[src/hdl/smrc_pkg.sv]
// Types, constants and codes of the stepper move ramp controller.
`timescale 1ns / 1ps
package smrc_pkg;

    localparam int POS_BITS   = 16;
    localparam int WIDTH_BITS = 16;
    localparam int GOAL_W     = 16;
    localparam int VEL_W      = 10;
    localparam int ACCEL_W    = 10;
    localparam int CFG_W      = 16;
    localparam int CFG_IDX_W  = 3;
    localparam int STATUS_W   = 2;

    localparam int PULSE_SCALE = 5000;
    localparam int DIV_NUM     = 2 * PULSE_SCALE;
    localparam int NUM_BITS    = $clog2(DIV_NUM + (1 << VEL_W));
    localparam int DEN_BITS    = VEL_W + 1;
    localparam int CNT_W       = $clog2(NUM_BITS + 1);

    localparam int CMP_BITS  = (POS_BITS > CFG_W) ? POS_BITS : CFG_W;
    localparam int EXT_BITS  = (NUM_BITS > WIDTH_BITS) ? NUM_BITS : WIDTH_BITS;
    localparam int RAMP_BITS = (WIDTH_BITS > ACCEL_W) ? WIDTH_BITS : ACCEL_W;
    localparam int CLP_BITS  = (WIDTH_BITS > CFG_W) ? WIDTH_BITS : CFG_W;

    localparam logic CMD_START = 1'b1;

    // Register reset values
    localparam logic [ACCEL_W-1:0] RST_ACCEL       = ACCEL_W'(1);
    localparam logic [CFG_W-1:0]   RST_MIN_PW      = CFG_W'(100);
    localparam logic [CFG_W-1:0]   RST_MAX_PW      = CFG_W'(5000);
    localparam logic [CFG_W-1:0]   RST_RAMP_START  = CFG_W'(2000);
    localparam logic [VEL_W-1:0]   RST_SPEED_LIMIT = VEL_W'(10);
    localparam logic [CFG_W-1:0]   RST_STROKE      = CFG_W'(10000);
    localparam logic [CFG_W-1:0]   RST_SAFETY      = CFG_W'(100);

    typedef enum logic [2:0] {
        ST_IDLE,
        ST_CHECK,
        ST_DIV,
        ST_RAMP,
        ST_CLAMP,
        ST_OUT
    } t_state;

    typedef enum logic [STATUS_W-1:0] {
        STAT_OK      = 2'd0,
        STAT_REJECT  = 2'd1,
        STAT_LIMIT   = 2'd2,
        STAT_REACHED = 2'd3
    } t_status;

    typedef enum logic [CFG_IDX_W-1:0] {
        CFG_ACCEL       = 3'd0,
        CFG_MIN_PW      = 3'd1,
        CFG_MAX_PW      = 3'd2,
        CFG_RAMP_START  = 3'd3,
        CFG_SPEED_LIMIT = 3'd4,
        CFG_STROKE      = 3'd5,
        CFG_SAFETY      = 3'd6
    } t_cfg_idx;

    typedef struct packed {
        logic             start;
        logic [VEL_W-1:0] vel;
    } t_div_req;

    typedef struct packed {
        logic                done;
        logic [NUM_BITS-1:0] quot;
    } t_div_rsp;

endpackage

[src/hdl/smrc_if.sv]
// Valid/ready channel interfaces: move request, move response, register write.
`timescale 1ns / 1ps
interface smrc_req_if import smrc_pkg::*; ();
    logic              valid;
    logic              ready;
    logic              command;
    logic [GOAL_W-1:0] target_pos;
    logic [VEL_W-1:0]  velocity_mm_s;

    modport source (output valid, command, target_pos, velocity_mm_s, input ready);
    modport sink   (input valid, command, target_pos, velocity_mm_s, output ready);
endinterface

interface smrc_rsp_if import smrc_pkg::*; ();
    logic                  valid;
    logic                  ready;
    logic                  step_level;
    logic                  direction;
    logic [WIDTH_BITS-1:0] pulse_width;
    logic [POS_BITS-1:0]   position;
    logic                  moving;
    logic [STATUS_W-1:0]   status;

    modport source (output valid, step_level, direction, pulse_width, position, moving,
                    status, input ready);
    modport sink   (input valid, step_level, direction, pulse_width, position, moving,
                    status, output ready);
endinterface

interface smrc_cfg_if import smrc_pkg::*; ();
    logic                 valid;
    logic                 ready;
    logic [CFG_IDX_W-1:0] index;
    logic [CFG_W-1:0]     data;

    modport source (output valid, index, data, input ready);
    modport sink   (input valid, index, data, output ready);
endinterface

[src/hdl/stepper_move_ramp_controller_core.sv]
// Top level of the stepper move ramp controller: sequencer, move state and registers.
//
//   channel  | dir | handshake          | payload
//   ---------+-----+--------------------+----------------------------------------------
//   i_req    | in  | valid/ready        | command, target_pos, velocity_mm_s
//   o_rsp    | out | valid/ready        | step_level, direction, pulse_width, position,
//            |     |                    | moving, status
//   i_cfg    | in  | valid/ready (=1)   | index, data
//
// A tick request that steps passes check, ramp, clamp and output before its response is
// valid; a tick that finds the block idle or stops the move passes check and output. A
// start request whose goal passes the window check passes check, 14 divider steps plus
// one to apply, and output; a rejected one passes check and output. The bit-serial
// divider that turns velocity into pulse width sets the length of the start path.
// One request is in flight at a time; i_req.ready stays low until the response is
// taken. Synchronous active-low reset restores the config registers and move state.
`timescale 1ns / 1ps
module stepper_move_ramp_controller_core import smrc_pkg::*; (
    input  logic         i_clk,
    input  logic         i_rst_n,
    smrc_req_if.sink     i_req,
    smrc_cfg_if.sink     i_cfg,
    smrc_rsp_if.source   o_rsp
);

    // Configuration registers
    logic [ACCEL_W-1:0] r_accel;
    logic [CFG_W-1:0]   r_min_pw;
    logic [CFG_W-1:0]   r_max_pw;
    logic [CFG_W-1:0]   r_ramp_start;
    logic [VEL_W-1:0]   r_speed_lim;
    logic [CFG_W-1:0]   r_stroke;
    logic [CFG_W-1:0]   r_safety;

    // Move state
    t_state                r_state, n_state;
    t_status               r_status, n_status;
    logic [POS_BITS-1:0]   r_cur_pos, n_cur_pos;
    logic [POS_BITS-1:0]   r_tgt_pos, n_tgt_pos;
    logic [WIDTH_BITS-1:0] r_cur_w, n_cur_w;
    logic [WIDTH_BITS-1:0] r_tgt_w, n_tgt_w;
    logic                  r_dir, n_dir;
    logic                  r_step, n_step;
    logic                  r_moving, n_moving;
    logic                  r_ramping, n_ramping;

    // Captured request
    logic              r_cmd;
    logic [GOAL_W-1:0] r_goal;
    logic [VEL_W-1:0]  r_vel;

    // Output register
    logic                  r_out_valid;
    logic                  r_out_step;
    logic                  r_out_dir;
    logic [WIDTH_BITS-1:0] r_out_w;
    logic [POS_BITS-1:0]   r_out_pos;
    logic                  r_out_moving;
    t_status               r_out_status;

    t_div_req s_div_req;
    t_div_rsp s_div_rsp;

    logic                  req_acc;
    logic                  rsp_acc;
    logic [CMP_BITS-1:0]   chk_pos;
    logic [CMP_BITS-1:0]   win_hi;
    logic                  win_ok;
    logic [WIDTH_BITS-1:0] div_w;
    logic [WIDTH_BITS-1:0] gap;
    logic                  gap_le_accel;
    logic [RAMP_BITS-1:0]  ramp_sub;
    logic [WIDTH_BITS-1:0] clp_lo;
    logic [WIDTH_BITS-1:0] clp_w;
    logic [POS_BITS-1:0]   pos_next;

    assign req_acc = i_req.valid && i_req.ready;
    assign rsp_acc = o_rsp.valid && o_rsp.ready;

    // Hold off new requests while one is in work or its response waits
    assign i_req.ready = (r_state == ST_IDLE) && !r_out_valid;
    assign i_cfg.ready = 1'b1;

    smrc_div u_div (
        .i_clk   (i_clk),
        .i_rst_n (i_rst_n),
        .i_req   (s_div_req),
        .o_rsp   (s_div_rsp)
    );

    // Safe window [safety, stroke - safety); empty when safety >= stroke.
    // Start checks the goal, tick checks the current position.
    assign chk_pos = (r_cmd == CMD_START) ? CMP_BITS'(r_goal) : CMP_BITS'(r_cur_pos);
    assign win_hi  = CMP_BITS'(r_stroke) - CMP_BITS'(r_safety);
    assign win_ok  = (r_safety < r_stroke) && (chk_pos >= CMP_BITS'(r_safety))
                     && (chk_pos < win_hi);

    // Width from velocity; zero velocity and overflow saturate to all ones
    always_comb begin
        if (r_vel == '0) begin
            div_w = '1;
        end else if (EXT_BITS'(s_div_rsp.quot) > EXT_BITS'({WIDTH_BITS{1'b1}})) begin
            div_w = '1;
        end else begin
            div_w = WIDTH_BITS'(s_div_rsp.quot);
        end
    end

    // Ramp: step down by accel, land exactly on the goal width when the gap is small
    assign gap          = r_cur_w - r_tgt_w;
    assign gap_le_accel = (RAMP_BITS'(gap) <= RAMP_BITS'(r_accel));
    assign ramp_sub     = RAMP_BITS'(r_cur_w) - RAMP_BITS'(r_accel);

    // Clamp: min first, then max, so max wins when they cross
    assign clp_lo = (CLP_BITS'(r_cur_w) < CLP_BITS'(r_min_pw)) ? WIDTH_BITS'(r_min_pw) : r_cur_w;
    assign clp_w  = (CLP_BITS'(clp_lo) > CLP_BITS'(r_max_pw)) ? WIDTH_BITS'(r_max_pw) : clp_lo;

    assign pos_next = r_dir ? (r_cur_pos + POS_BITS'(1)) : (r_cur_pos - POS_BITS'(1));

    always_comb begin
        n_state         = r_state;
        n_status        = r_status;
        n_cur_pos       = r_cur_pos;
        n_tgt_pos       = r_tgt_pos;
        n_cur_w         = r_cur_w;
        n_tgt_w         = r_tgt_w;
        n_dir           = r_dir;
        n_step          = r_step;
        n_moving        = r_moving;
        n_ramping       = r_ramping;
        s_div_req.start = 1'b0;
        s_div_req.vel   = r_vel;

        unique case (r_state)
            ST_IDLE: begin
                if (req_acc) begin
                    n_state = ST_CHECK;
                end
            end
            ST_CHECK: begin
                n_state = ST_OUT;
                if (r_cmd == CMD_START) begin
                    if (!win_ok) begin
                        // Rejected goal leaves any running move alone
                        n_status = STAT_REJECT;
                    end else begin
                        n_status        = STAT_OK;
                        s_div_req.start = 1'b1;
                        n_state         = ST_DIV;
                    end
                end else if (!r_moving) begin
                    n_status = STAT_OK;
                end else if (!win_ok) begin
                    // Out of window: stop, keep the step line level
                    n_moving = 1'b0;
                    n_status = STAT_LIMIT;
                end else if (r_cur_pos == r_tgt_pos) begin
                    n_step   = 1'b0;
                    n_moving = 1'b0;
                    n_status = STAT_REACHED;
                end else begin
                    n_status = STAT_OK;
                    n_state  = ST_RAMP;
                end
            end
            ST_DIV: begin
                if (s_div_rsp.done) begin
                    n_tgt_pos = POS_BITS'(r_goal);
                    n_dir     = (POS_BITS'(r_goal) >= r_cur_pos);
                    n_tgt_w   = div_w;
                    n_moving  = 1'b1;
                    if (r_vel > r_speed_lim) begin
                        n_ramping = 1'b1;
                        n_cur_w   = WIDTH_BITS'(r_ramp_start);
                    end else begin
                        n_ramping = 1'b0;
                        n_cur_w   = div_w;
                    end
                    n_state = ST_OUT;
                end
            end
            ST_RAMP: begin
                if (r_ramping) begin
                    if (r_cur_w > r_tgt_w) begin
                        if (gap_le_accel) begin
                            n_cur_w   = r_tgt_w;
                            n_ramping = 1'b0;
                        end else begin
                            n_cur_w = WIDTH_BITS'(ramp_sub);
                        end
                    end else begin
                        n_ramping = 1'b0;
                    end
                end
                n_state = ST_CLAMP;
            end
            ST_CLAMP: begin
                n_cur_w = clp_w;
                n_step  = !r_step;
                // Count position on each rising edge of the step line
                if (!r_step) begin
                    n_cur_pos = pos_next;
                end
                n_state = ST_OUT;
            end
            ST_OUT: begin
                n_state = ST_IDLE;
            end
            default: begin
                n_state = ST_IDLE;
            end
        endcase
    end

    always_ff @(posedge i_clk) begin
        if (!i_rst_n) begin
            r_state     <= ST_IDLE;
            r_status    <= STAT_OK;
            r_cur_pos   <= '0;
            r_tgt_pos   <= '0;
            r_cur_w     <= WIDTH_BITS'(RST_RAMP_START);
            r_tgt_w     <= '0;
            r_dir       <= 1'b1;
            r_step      <= 1'b0;
            r_moving    <= 1'b0;
            r_ramping   <= 1'b0;
            r_out_valid <= 1'b0;
        end else begin
            r_state   <= n_state;
            r_status  <= n_status;
            r_cur_pos <= n_cur_pos;
            r_tgt_pos <= n_tgt_pos;
            r_cur_w   <= n_cur_w;
            r_tgt_w   <= n_tgt_w;
            r_dir     <= n_dir;
            r_step    <= n_step;
            r_moving  <= n_moving;
            r_ramping <= n_ramping;
            if (r_state == ST_OUT) begin
                r_out_valid <= 1'b1;
            end else if (rsp_acc) begin
                r_out_valid <= 1'b0;
            end
        end
    end

    // Register writes; writes to unused indexes drop
    always_ff @(posedge i_clk) begin
        if (!i_rst_n) begin
            r_accel      <= RST_ACCEL;
            r_min_pw     <= RST_MIN_PW;
            r_max_pw     <= RST_MAX_PW;
            r_ramp_start <= RST_RAMP_START;
            r_speed_lim  <= RST_SPEED_LIMIT;
            r_stroke     <= RST_STROKE;
            r_safety     <= RST_SAFETY;
        end else if (i_cfg.valid && i_cfg.ready) begin
            unique case (t_cfg_idx'(i_cfg.index))
                CFG_ACCEL:       r_accel      <= i_cfg.data[ACCEL_W-1:0];
                CFG_MIN_PW:      r_min_pw     <= i_cfg.data;
                CFG_MAX_PW:      r_max_pw     <= i_cfg.data;
                CFG_RAMP_START:  r_ramp_start <= i_cfg.data;
                CFG_SPEED_LIMIT: r_speed_lim  <= i_cfg.data[VEL_W-1:0];
                CFG_STROKE:      r_stroke     <= i_cfg.data;
                CFG_SAFETY:      r_safety     <= i_cfg.data;
                default: begin
                end
            endcase
        end
    end

    // Capture the request and load the response payload
    always_ff @(posedge i_clk) begin
        if (req_acc) begin
            r_cmd  <= i_req.command;
            r_goal <= i_req.target_pos;
            r_vel  <= i_req.velocity_mm_s;
        end
        if (r_state == ST_OUT) begin
            r_out_step   <= r_step;
            r_out_dir    <= r_dir;
            r_out_w      <= r_cur_w;
            r_out_pos    <= r_cur_pos;
            r_out_moving <= r_moving;
            r_out_status <= r_status;
        end
    end

    assign o_rsp.valid       = r_out_valid;
    assign o_rsp.step_level  = r_out_step;
    assign o_rsp.direction   = r_out_dir;
    assign o_rsp.pulse_width = r_out_w;
    assign o_rsp.position    = r_out_pos;
    assign o_rsp.moving      = r_out_moving;
    assign o_rsp.status      = r_out_status;

endmodule

[src/hdl/smrc_div.sv]
// Bit-serial restoring divider: (10000 + v) / (2 v), one quotient bit per cycle.
`timescale 1ns / 1ps
module smrc_div import smrc_pkg::*; (
    input  logic     i_clk,
    input  logic     i_rst_n,
    input  t_div_req i_req,
    output t_div_rsp o_rsp
);

    logic [NUM_BITS-1:0] r_num;
    logic [DEN_BITS-1:0] r_rem;
    logic [DEN_BITS-1:0] r_den;
    logic [CNT_W-1:0]    r_cnt;
    logic                r_done;

    logic [DEN_BITS:0] rem_sh;
    logic [DEN_BITS:0] rem_diff;
    logic              q_bit;

    assign rem_sh   = {r_rem, r_num[NUM_BITS-1]};
    assign q_bit    = (rem_sh >= {1'b0, r_den});
    assign rem_diff = rem_sh - {1'b0, r_den};

    always_ff @(posedge i_clk) begin
        if (!i_rst_n) begin
            r_cnt  <= '0;
            r_done <= 1'b0;
        end else begin
            r_done <= 1'b0;
            if (i_req.start) begin
                r_cnt <= CNT_W'(NUM_BITS);
            end else if (r_cnt != '0) begin
                r_cnt <= r_cnt - CNT_W'(1);
                if (r_cnt == CNT_W'(1)) begin
                    r_done <= 1'b1;
                end
            end
        end
    end

    // Quotient bits shift in where numerator bits shift out
    always_ff @(posedge i_clk) begin
        if (i_req.start) begin
            r_num <= NUM_BITS'(DIV_NUM) + NUM_BITS'(i_req.vel);
            r_den <= {i_req.vel, 1'b0};
            r_rem <= '0;
        end else if (r_cnt != '0) begin
            r_num <= {r_num[NUM_BITS-2:0], q_bit};
            r_rem <= q_bit ? rem_diff[DEN_BITS-1:0] : rem_sh[DEN_BITS-1:0];
        end
    end

    assign o_rsp.done = r_done;
    assign o_rsp.quot = r_num;

endmodule

[src/flat_wrapper.sv]
// flat-port wrapper written by rule: the top's interface ports become plain ports
module stepper_move_ramp_controller_core_flat import smrc_pkg::*;
  (i_clk, i_rst_n, i_req_valid, i_req_command, i_req_target_pos, i_req_velocity_mm_s, i_req_ready, i_cfg_valid, i_cfg_index, i_cfg_data, i_cfg_ready, o_rsp_valid, o_rsp_step_level, o_rsp_direction, o_rsp_pulse_width, o_rsp_position, o_rsp_moving, o_rsp_status, o_rsp_ready);
  smrc_req_if i_req_i ();
  smrc_cfg_if i_cfg_i ();
  smrc_rsp_if o_rsp_i ();
  input  logic i_clk;
  input  logic i_rst_n;
  input wire logic [$bits(i_req_i.valid)-1:0] i_req_valid;
  input wire logic [$bits(i_req_i.command)-1:0] i_req_command;
  input wire logic [$bits(i_req_i.target_pos)-1:0] i_req_target_pos;
  input wire logic [$bits(i_req_i.velocity_mm_s)-1:0] i_req_velocity_mm_s;
  output wire logic [$bits(i_req_i.ready)-1:0] i_req_ready;
  input wire logic [$bits(i_cfg_i.valid)-1:0] i_cfg_valid;
  input wire logic [$bits(i_cfg_i.index)-1:0] i_cfg_index;
  input wire logic [$bits(i_cfg_i.data)-1:0] i_cfg_data;
  output wire logic [$bits(i_cfg_i.ready)-1:0] i_cfg_ready;
  output wire logic [$bits(o_rsp_i.valid)-1:0] o_rsp_valid;
  output wire logic [$bits(o_rsp_i.step_level)-1:0] o_rsp_step_level;
  output wire logic [$bits(o_rsp_i.direction)-1:0] o_rsp_direction;
  output wire logic [$bits(o_rsp_i.pulse_width)-1:0] o_rsp_pulse_width;
  output wire logic [$bits(o_rsp_i.position)-1:0] o_rsp_position;
  output wire logic [$bits(o_rsp_i.moving)-1:0] o_rsp_moving;
  output wire logic [$bits(o_rsp_i.status)-1:0] o_rsp_status;
  input wire logic [$bits(o_rsp_i.ready)-1:0] o_rsp_ready;
  assign i_req_i.valid = i_req_valid;
  assign i_req_i.command = i_req_command;
  assign i_req_i.target_pos = i_req_target_pos;
  assign i_req_i.velocity_mm_s = i_req_velocity_mm_s;
  assign i_req_ready = i_req_i.ready;
  assign i_cfg_i.valid = i_cfg_valid;
  assign i_cfg_i.index = i_cfg_index;
  assign i_cfg_i.data = i_cfg_data;
  assign i_cfg_ready = i_cfg_i.ready;
  assign o_rsp_valid = o_rsp_i.valid;
  assign o_rsp_step_level = o_rsp_i.step_level;
  assign o_rsp_direction = o_rsp_i.direction;
  assign o_rsp_pulse_width = o_rsp_i.pulse_width;
  assign o_rsp_position = o_rsp_i.position;
  assign o_rsp_moving = o_rsp_i.moving;
  assign o_rsp_status = o_rsp_i.status;
  assign o_rsp_i.ready = o_rsp_ready;
  stepper_move_ramp_controller_core u_core (.i_clk(i_clk), .i_rst_n(i_rst_n), .i_req(i_req_i), .i_cfg(i_cfg_i), .o_rsp(o_rsp_i));
endmodule
[config.mk]
export PLATFORM = sky130hd
export DESIGN_NAME = stepper_move_ramp_controller_core_flat
export DESIGN_NICKNAME = d
export VERILOG_FILES = /design/src/hdl/smrc_pkg.sv /design/src/hdl/smrc_if.sv /design/src/hdl/stepper_move_ramp_controller_core.sv /design/src/hdl/smrc_div.sv /design/src/flat_wrapper.sv
export SDC_FILE = /design/constraint.sdc
export NUM_CORES = 1
export LEC_CHECK = 0
export ABC_CLOCK_PERIOD_IN_PS = 5400
export BUFFER_PORTS_ARGS = -buffer_cell sky130_fd_sc_hd__clkbuf_2
export CORE_ASPECT_RATIO = 0.9
export CORE_UTILIZATION = 40
export CTS_BUF_LIST = sky130_fd_sc_hd__clkbuf_8
export CTS_CLUSTER_SIZE = 40
export DETAILED_ROUTE_END_ITERATION = 7
export SLEW_MARGIN = 40
export SYNTH_ARGS = -nofsm -noshare
export SYNTH_HDL_FRONTEND = slang
export SYNTH_SLANG_ARGS = --single-unit
[constraint.sdc]
create_clock -name i_clk -period 5.4 [get_ports i_clk]
set_input_delay 1.08 -clock i_clk [delete_from_list [all_inputs] [get_ports i_clk]]
set_output_delay 1.08 -clock i_clk [all_outputs]
set_load 0.03 [all_outputs]
Word-level counts from Yosys, hierarchy flattened --
Cells that the tools add are included.
Storage, ports and cells: output and inout port bits 40, input port bits 51, logic and storage cells 160, bits in registers 278
Cells by class: add/sub/neg operators 8, magnitude comparators 10, eq/ne operators 21, muxes and demuxes 52, reductions and logical operators 33, bitwise operators 3
Operators with widths (count):
- 16-bit two-way mux | 10
- 16-bit less-than comparator | 3
- 16-bit one-hot mux with 3 select lines | 1
- 16-bit greater-or-equal comparator | 2
- 16-bit greater-than comparator | 2
- 16-bit subtractor | 2
- 14-bit two-way mux | 2
- 2-bit AND reduction | 11
- 1-bit two-way mux | 21
- 3-bit two-way mux | 7
- 16-bit by 1-bit adder with 16-bit output (second input constant) | 1
- 16-bit equality test | 1
- 16-bit by 10-bit less-or-equal comparator with 1-bit output | 1
- 16-bit by 1-bit subtractor with 16-bit output (second input constant) | 1
- 16-bit by 10-bit subtractor with 16-bit output | 1
- 3-bit equality test (second input constant) | 5
- 3-bit one-hot mux with 5 select lines | 1
- 14-bit by 10-bit adder with 14-bit output (first input constant) | 1
- 3-bit by 2-bit equality test with 1-bit output (second input constant) | 4
- 12-bit by 11-bit greater-or-equal comparator with 1-bit output | 1
- 2-bit by 1-bit != test with 1-bit output (second input constant) | 6
- 11-bit two-way mux | 1
- 11-bit subtractor | 1
- 10-bit greater-than comparator | 1
- other kinds (20) | 40

Longest topological paths before layout --
word-level depth 8, gate-level depth with buffers 23

By module --
From an unflattened synthesis, not the netlist that was laid out.
Unflattened totals: cells, all modules 1939, area total of the unflattened synthesis 16879.9 um2
Modules (own cells, without submodules):
- stepper_move_ramp_controller_core | area an instance 14734.1 um2, instances 1, sequential area each 5385.2 um2, cells each 1740
- smrc_div | area an instance 2145.8 um2, instances 1, sequential area each 1041.0 um2, cells each 199

Worst setup path after synthesis --
No wires, ideal clock.
kind register -> register, from register u_core.r_safety[1], to register u_core.u_div.r_num[13], data pin, cell stages (with the launch flop) 22, clock period less this slack 4207 ps, setup time 262 ps, setup slack 1193 ps, arrival time 3945 ps, cell sequence dfxtp_1 -> inv_1 -> ha_1 -> nor2b_1 -> o21ai_0 -> a21boi_0 -> o21ai_0 -> a211oi_1 -> or3_1 -> a31o_2 -> a21oi_1 -> xor2_1 -> ha_1 -> nand4_1 -> nor4_1 -> o41ai_1 -> and4b_1 -> buf_4 -> and3_1 -> buf_4 -> buf_6 -> or2_2
On the way: word-level cells in the longest chain between the ends 7, elaborated cells on any way between the ends 10, classes of those cells 1 x add/sub; 3 x order compare; 4 x mux; 2 x reduce/logical
RTL lines:
- start: declaration | line stepper_move_ramp_controller_core.sv:33 | logic [CFG_W-1:0] r_safety;
- start signal: assignment | line stepper_move_ramp_controller_core.sv:265 | CFG_SAFETY: r_safety <= i_cfg.data;
- 16-bit subtractor, or another cell as far along | line stepper_move_ramp_controller_core.sv:94 | assign win_hi = CMP_BITS'(r_stroke) - CMP_BITS'(r_safety);
- 16-bit less-than comparator or 1-bit logical AND (tied branches) | line stepper_move_ramp_controller_core.sv:96, stepper_move_ramp_controller_core.sv:95
- 1-bit logical AND (*) | line stepper_move_ramp_controller_core.sv:96 | && (chk_pos < win_hi);
- 1-bit two-way mux (*) | line stepper_move_ramp_controller_core.sv:143 | if (!win_ok) begin
- 1-bit two-way mux (*) | line stepper_move_ramp_controller_core.sv:142 | if (r_cmd == CMD_START) begin
- 1-bit two-way mux (*) | line stepper_move_ramp_controller_core.sv:134 | unique case (r_state)
- 14-bit two-way mux (*) | line smrc_div.sv:43 | if (i_req.start) begin
- end signal: assignment | line smrc_div.sv:44 | r_num <= NUM_BITS'(DIV_NUM) + NUM_BITS'(i_req.vel);
- end signal: assignment | line smrc_div.sv:48 | r_num <= {r_num[NUM_BITS-2:0], q_bit};
- end: declaration | line smrc_div.sv:10 | logic [NUM_BITS-1:0] r_num;
Mark *: on every way between the ends. The rest lies on a longest branch, timed or not. A chain may end at the register's enable or synchronous reset.

Worst setup path in the final report --
from register u_core.r_safety[1], to register u_core.u_div.r_num[13], enable pin
On the way: word-level cells in the longest chain between the ends 7, elaborated cells on any way between the ends 10, classes of those cells 1 x add/sub; 3 x order compare; 3 x mux; 3 x reduce/logical
RTL lines (line):
- 16-bit subtractor, or another cell as far along | stepper_move_ramp_controller_core.sv:94
- 16-bit less-than comparator or 1-bit logical AND (tied branches) | stepper_move_ramp_controller_core.sv:96, stepper_move_ramp_controller_core.sv:95
- 1-bit logical AND (*) | stepper_move_ramp_controller_core.sv:96
- 1-bit two-way mux (*) | stepper_move_ramp_controller_core.sv:143
- 1-bit two-way mux (*) | stepper_move_ramp_controller_core.sv:142
- 1-bit two-way mux (*) | stepper_move_ramp_controller_core.sv:134
- 2-bit nonzero test (no line) (*)
Marked as above.

==> results.yml <==
clock_network:
  clock-sinks: 277
  cts_resized: 0
  cts_setup_buffers: 0
  htree_levels: 2
  clock_latency_ps: 630
  cts_hold_buf: 0
  clockBufferDepth: 3
  cts_made_buffers: 49
  cts_tree: "built"
  clk_pin_slew_worst_paths_ps: 60
  cts-root-buf: "clkbuf_8"
routing:
  dr_total_vias: 14021
  viasPerCell: 5.46
  wl_per_cell_um: 18.2
  first_pass_iters: 7
  drc: 0
  drt_iter0_drc: 1276
  finalWirelength_um: 46800
  antenna_left: 0
synth:
  synth.distinct_cells: 73
  yosysSeqAreaShare: 0.393
  synth-warning-count: 0
  syn_nets: 2134
  synth_edf_count: 88
  ys_top_cells_by_area: "dfxtp_1 23%, edfxtp_1 16%, ha_1 13%"
  synth_top_area_frac: 0.231
  synth_largest_area_cell: "dfxtp_1"
  ys_async_sr_fraction: 0
  synth_flop_cell: "dfxtp_1"
  synthCells: 1912
  netlist_area_mm2: 0.0164
  ys_ff_latch: 277
  syn_area_per_cell_um2: 8.56
sta:
  rsz0062_at_grt: "false"
  final-setup-viol-count: 0
  setup_ws_ps: 615
  fin_crit_sh: 0.886
  skew_ps: 24.3
  tns_ps: 0
  final_hold_viol_count: 0
  slew_viol_final: 0
  tightest_slew_ps: 797
  period_needed_ps: 4790
  maxSlewHeadroom: 0.468
  fmax_mhz: 209
finish:
  area_delta_synth_final_pct: 12.6
  diodes: 0
  final_core_util: 0.462
  layout.nets: 2225
  drive_above_1_share: 0.107
worst_setup_path:
  crit_required_ps: 5650
  crit_path_end_kind: "flop"
  worstPathArrival_ps: 5040
  path_max_fanout: 14
  cp-start-kind: "flop"
  path_class: "flop to flop"
place:
  dp_hpwl_um: 34800
  dp_slack_ps: 713
  place_congestion: 0.931
  numPortBuffers: 89
floorplan:
  die-area_mm2: 0.0417
  rows: 69
  die_w_um: 215
  core_area_mm2: 0.0399
  die_y_um: 194
  initial_core_util: 0.410
  pin_count: 91
global_route:
  grt_max_degree: 79
  grt_pass1_vias: 13144
  grt-ovfl-total: 0
  track_usage: 0.224
  grt_pass1_wl_um: 73600
  antenna_found_initial: 0
status:
  outcome: "completed"
pwr:
  vdd_drop_max_mv: 0.175
  power_density_mw_per_mm2: 412
  power.leakage_uw: 0.00744
run:
  drv_cap: 0
worst_hold_path:
  min_path_type: "flop to flop"
==> per-layer routing <==
layer	track usage	wire, um	share of wire	vias up
li1	-	-	-	6990
met1	0.325	22900	0.49	6573
met2	0.330	19700	0.42	379
met3	0.0376	2830	0.060	79
met4	0.0838	1350	0.029	0
met5	0	0	0	-
==> worst paths after layout <==
check	end	depth (start not counted)	slack (ps)	from
setup reg to reg	u_core.u_div.r_num[13]	20	610	u_core.r_safety[1]
hold reg to reg	u_core.o_rsp.status[0]	0	440	u_core.r_status[0]
setup / recovery	u_core.u_div.r_num[13]	20	610	u_core.r_safety[1]
hold / removal	u_core.o_rsp.status[0]	0	440	u_core.r_status[0]
==> layout make-up <==
cell class / count / area (um2)
Fill cell: 3975 / 21500
Multi-Input combinational cell: 1419 / 9150
Sequential cell: 277 / 6430
Clock buffer: 55 / 757
Timing Repair Buffer: 118 / 679
Tap cell: 532 / 666
Inverter: 138 / 523
Clock inverter: 31 / 230
==> cell usage after synthesis (14+ instances only) <==
cell      instances
a21o_1           24
ha_1            166
a211oi_1         52
dfxtp_1         189
nor4_1           17
xor2_1           40
inv_1           138
nor3_1           35
nor2b_1          24
a31oi_1          26
clkbuf_1         60
nand4_1          26
o211ai_1         20
o21ai_0          97
nor2_1          111
nand3_1          34
a21oi_1         183
o21a_1           14
xnor2_1          29
nand2_1         329
nand2b_1         24
edfxtp_1         88
==> logic make-up (layout without fill, tap and decap cells) <==
kind of cell	after synthesis	in the layout	share of synthesized area
AO/OA/AOI/OAI	503	503	0.193
XOR/XNOR	69	69	0.0369
adder cells (fa/ha/maj)	171	171	0.133
buffers and inverters	216	342	0.0514
flip-flops	277	277	0.393
multiplexers	22	22	0.0144
other	1	1	0.000229
AND/OR/NAND/NOR	653	653	0.179
==> critical path, cell delays in order, from the launching register on <==
cell and delay (ps):
dfxtp_1 370, inv_1 80, ha_1 310, nor2b_1 130, o21ai_0 230, a21boi_0 130, o21ai_0 360, a21oi_1 170
a21o_1 210, a21oi_1 170, xor2_1 180, ha_1 260, a21oi_1 130, nor2b_1 50, o21ai_0 150, a21oi_1 90
nor3_1 120, o21ai_0 100, and4b_1 410, nand3_1 230, nand2_1 530
==> cell usage in the layout, fill, tap and decap left out, types with 52 or more instances in the layout <==
cell / n
edfxtp_1: 88
a211oi_1: 52
nand2_1: 328
dfxtp_1: 189
clkbuf_8: 55
a21oi_1: 183
nor2_1: 107
o21ai_0: 97
inv_1: 154
ha_1: 166
clkbuf_2: 89
==> through the flow <==
| stage | instances | hold slack (ps) | total power (uW) | cell area, um2 |
|---|---|---|---|---|
| floorplan | 1912 | 403 | 4760 | 16400 |
| global placement | 2483 | 418 | 5520 | 17400 |
| detailed placement | 2484 | 418 | 5600 | 17400 |
| CTS | 2570 | 432 | 7640 | 18400 |
| global route | 2570 | 448 | 8140 | 18400 |
| finish | 2570 | 435 | 7600 | 18400 |
==> power by group <==
part           leakage (uW)  switching (uW)  internal [uW]
Sequential          0.00234             232           2470
Clock              0.000566             889           1120
Combinational       0.00453            1770           1130
==> state kept, by name (all words and copies together) (netlist names), 2 cells and up <==
name	flops
u_core.r_safety	16
u_core.u_div.r_num	14
u_core.r_goal	16
u_core.r_ramp_start	16
u_core.r_status	2
u_core.r_speed_lim	10
u_core.o_rsp.pulse_width	16
u_core.r_vel	10
u_core.r_state	3
u_core.r_tgt_w	15
u_core.r_accel	10
u_core.r_min_pw	16
u_core.r_cur_pos	16
u_core.u_div.r_cnt	4
u_core.r_tgt_pos	16
u_core.r_max_pw	16
u_core.o_rsp.status	2
u_core.r_stroke	16
u_core.o_rsp.position	16
u_core.u_div.r_den	10
u_core.u_div.r_rem	11
u_core.r_cur_w	16
Power figures use the tool's default switching activity.
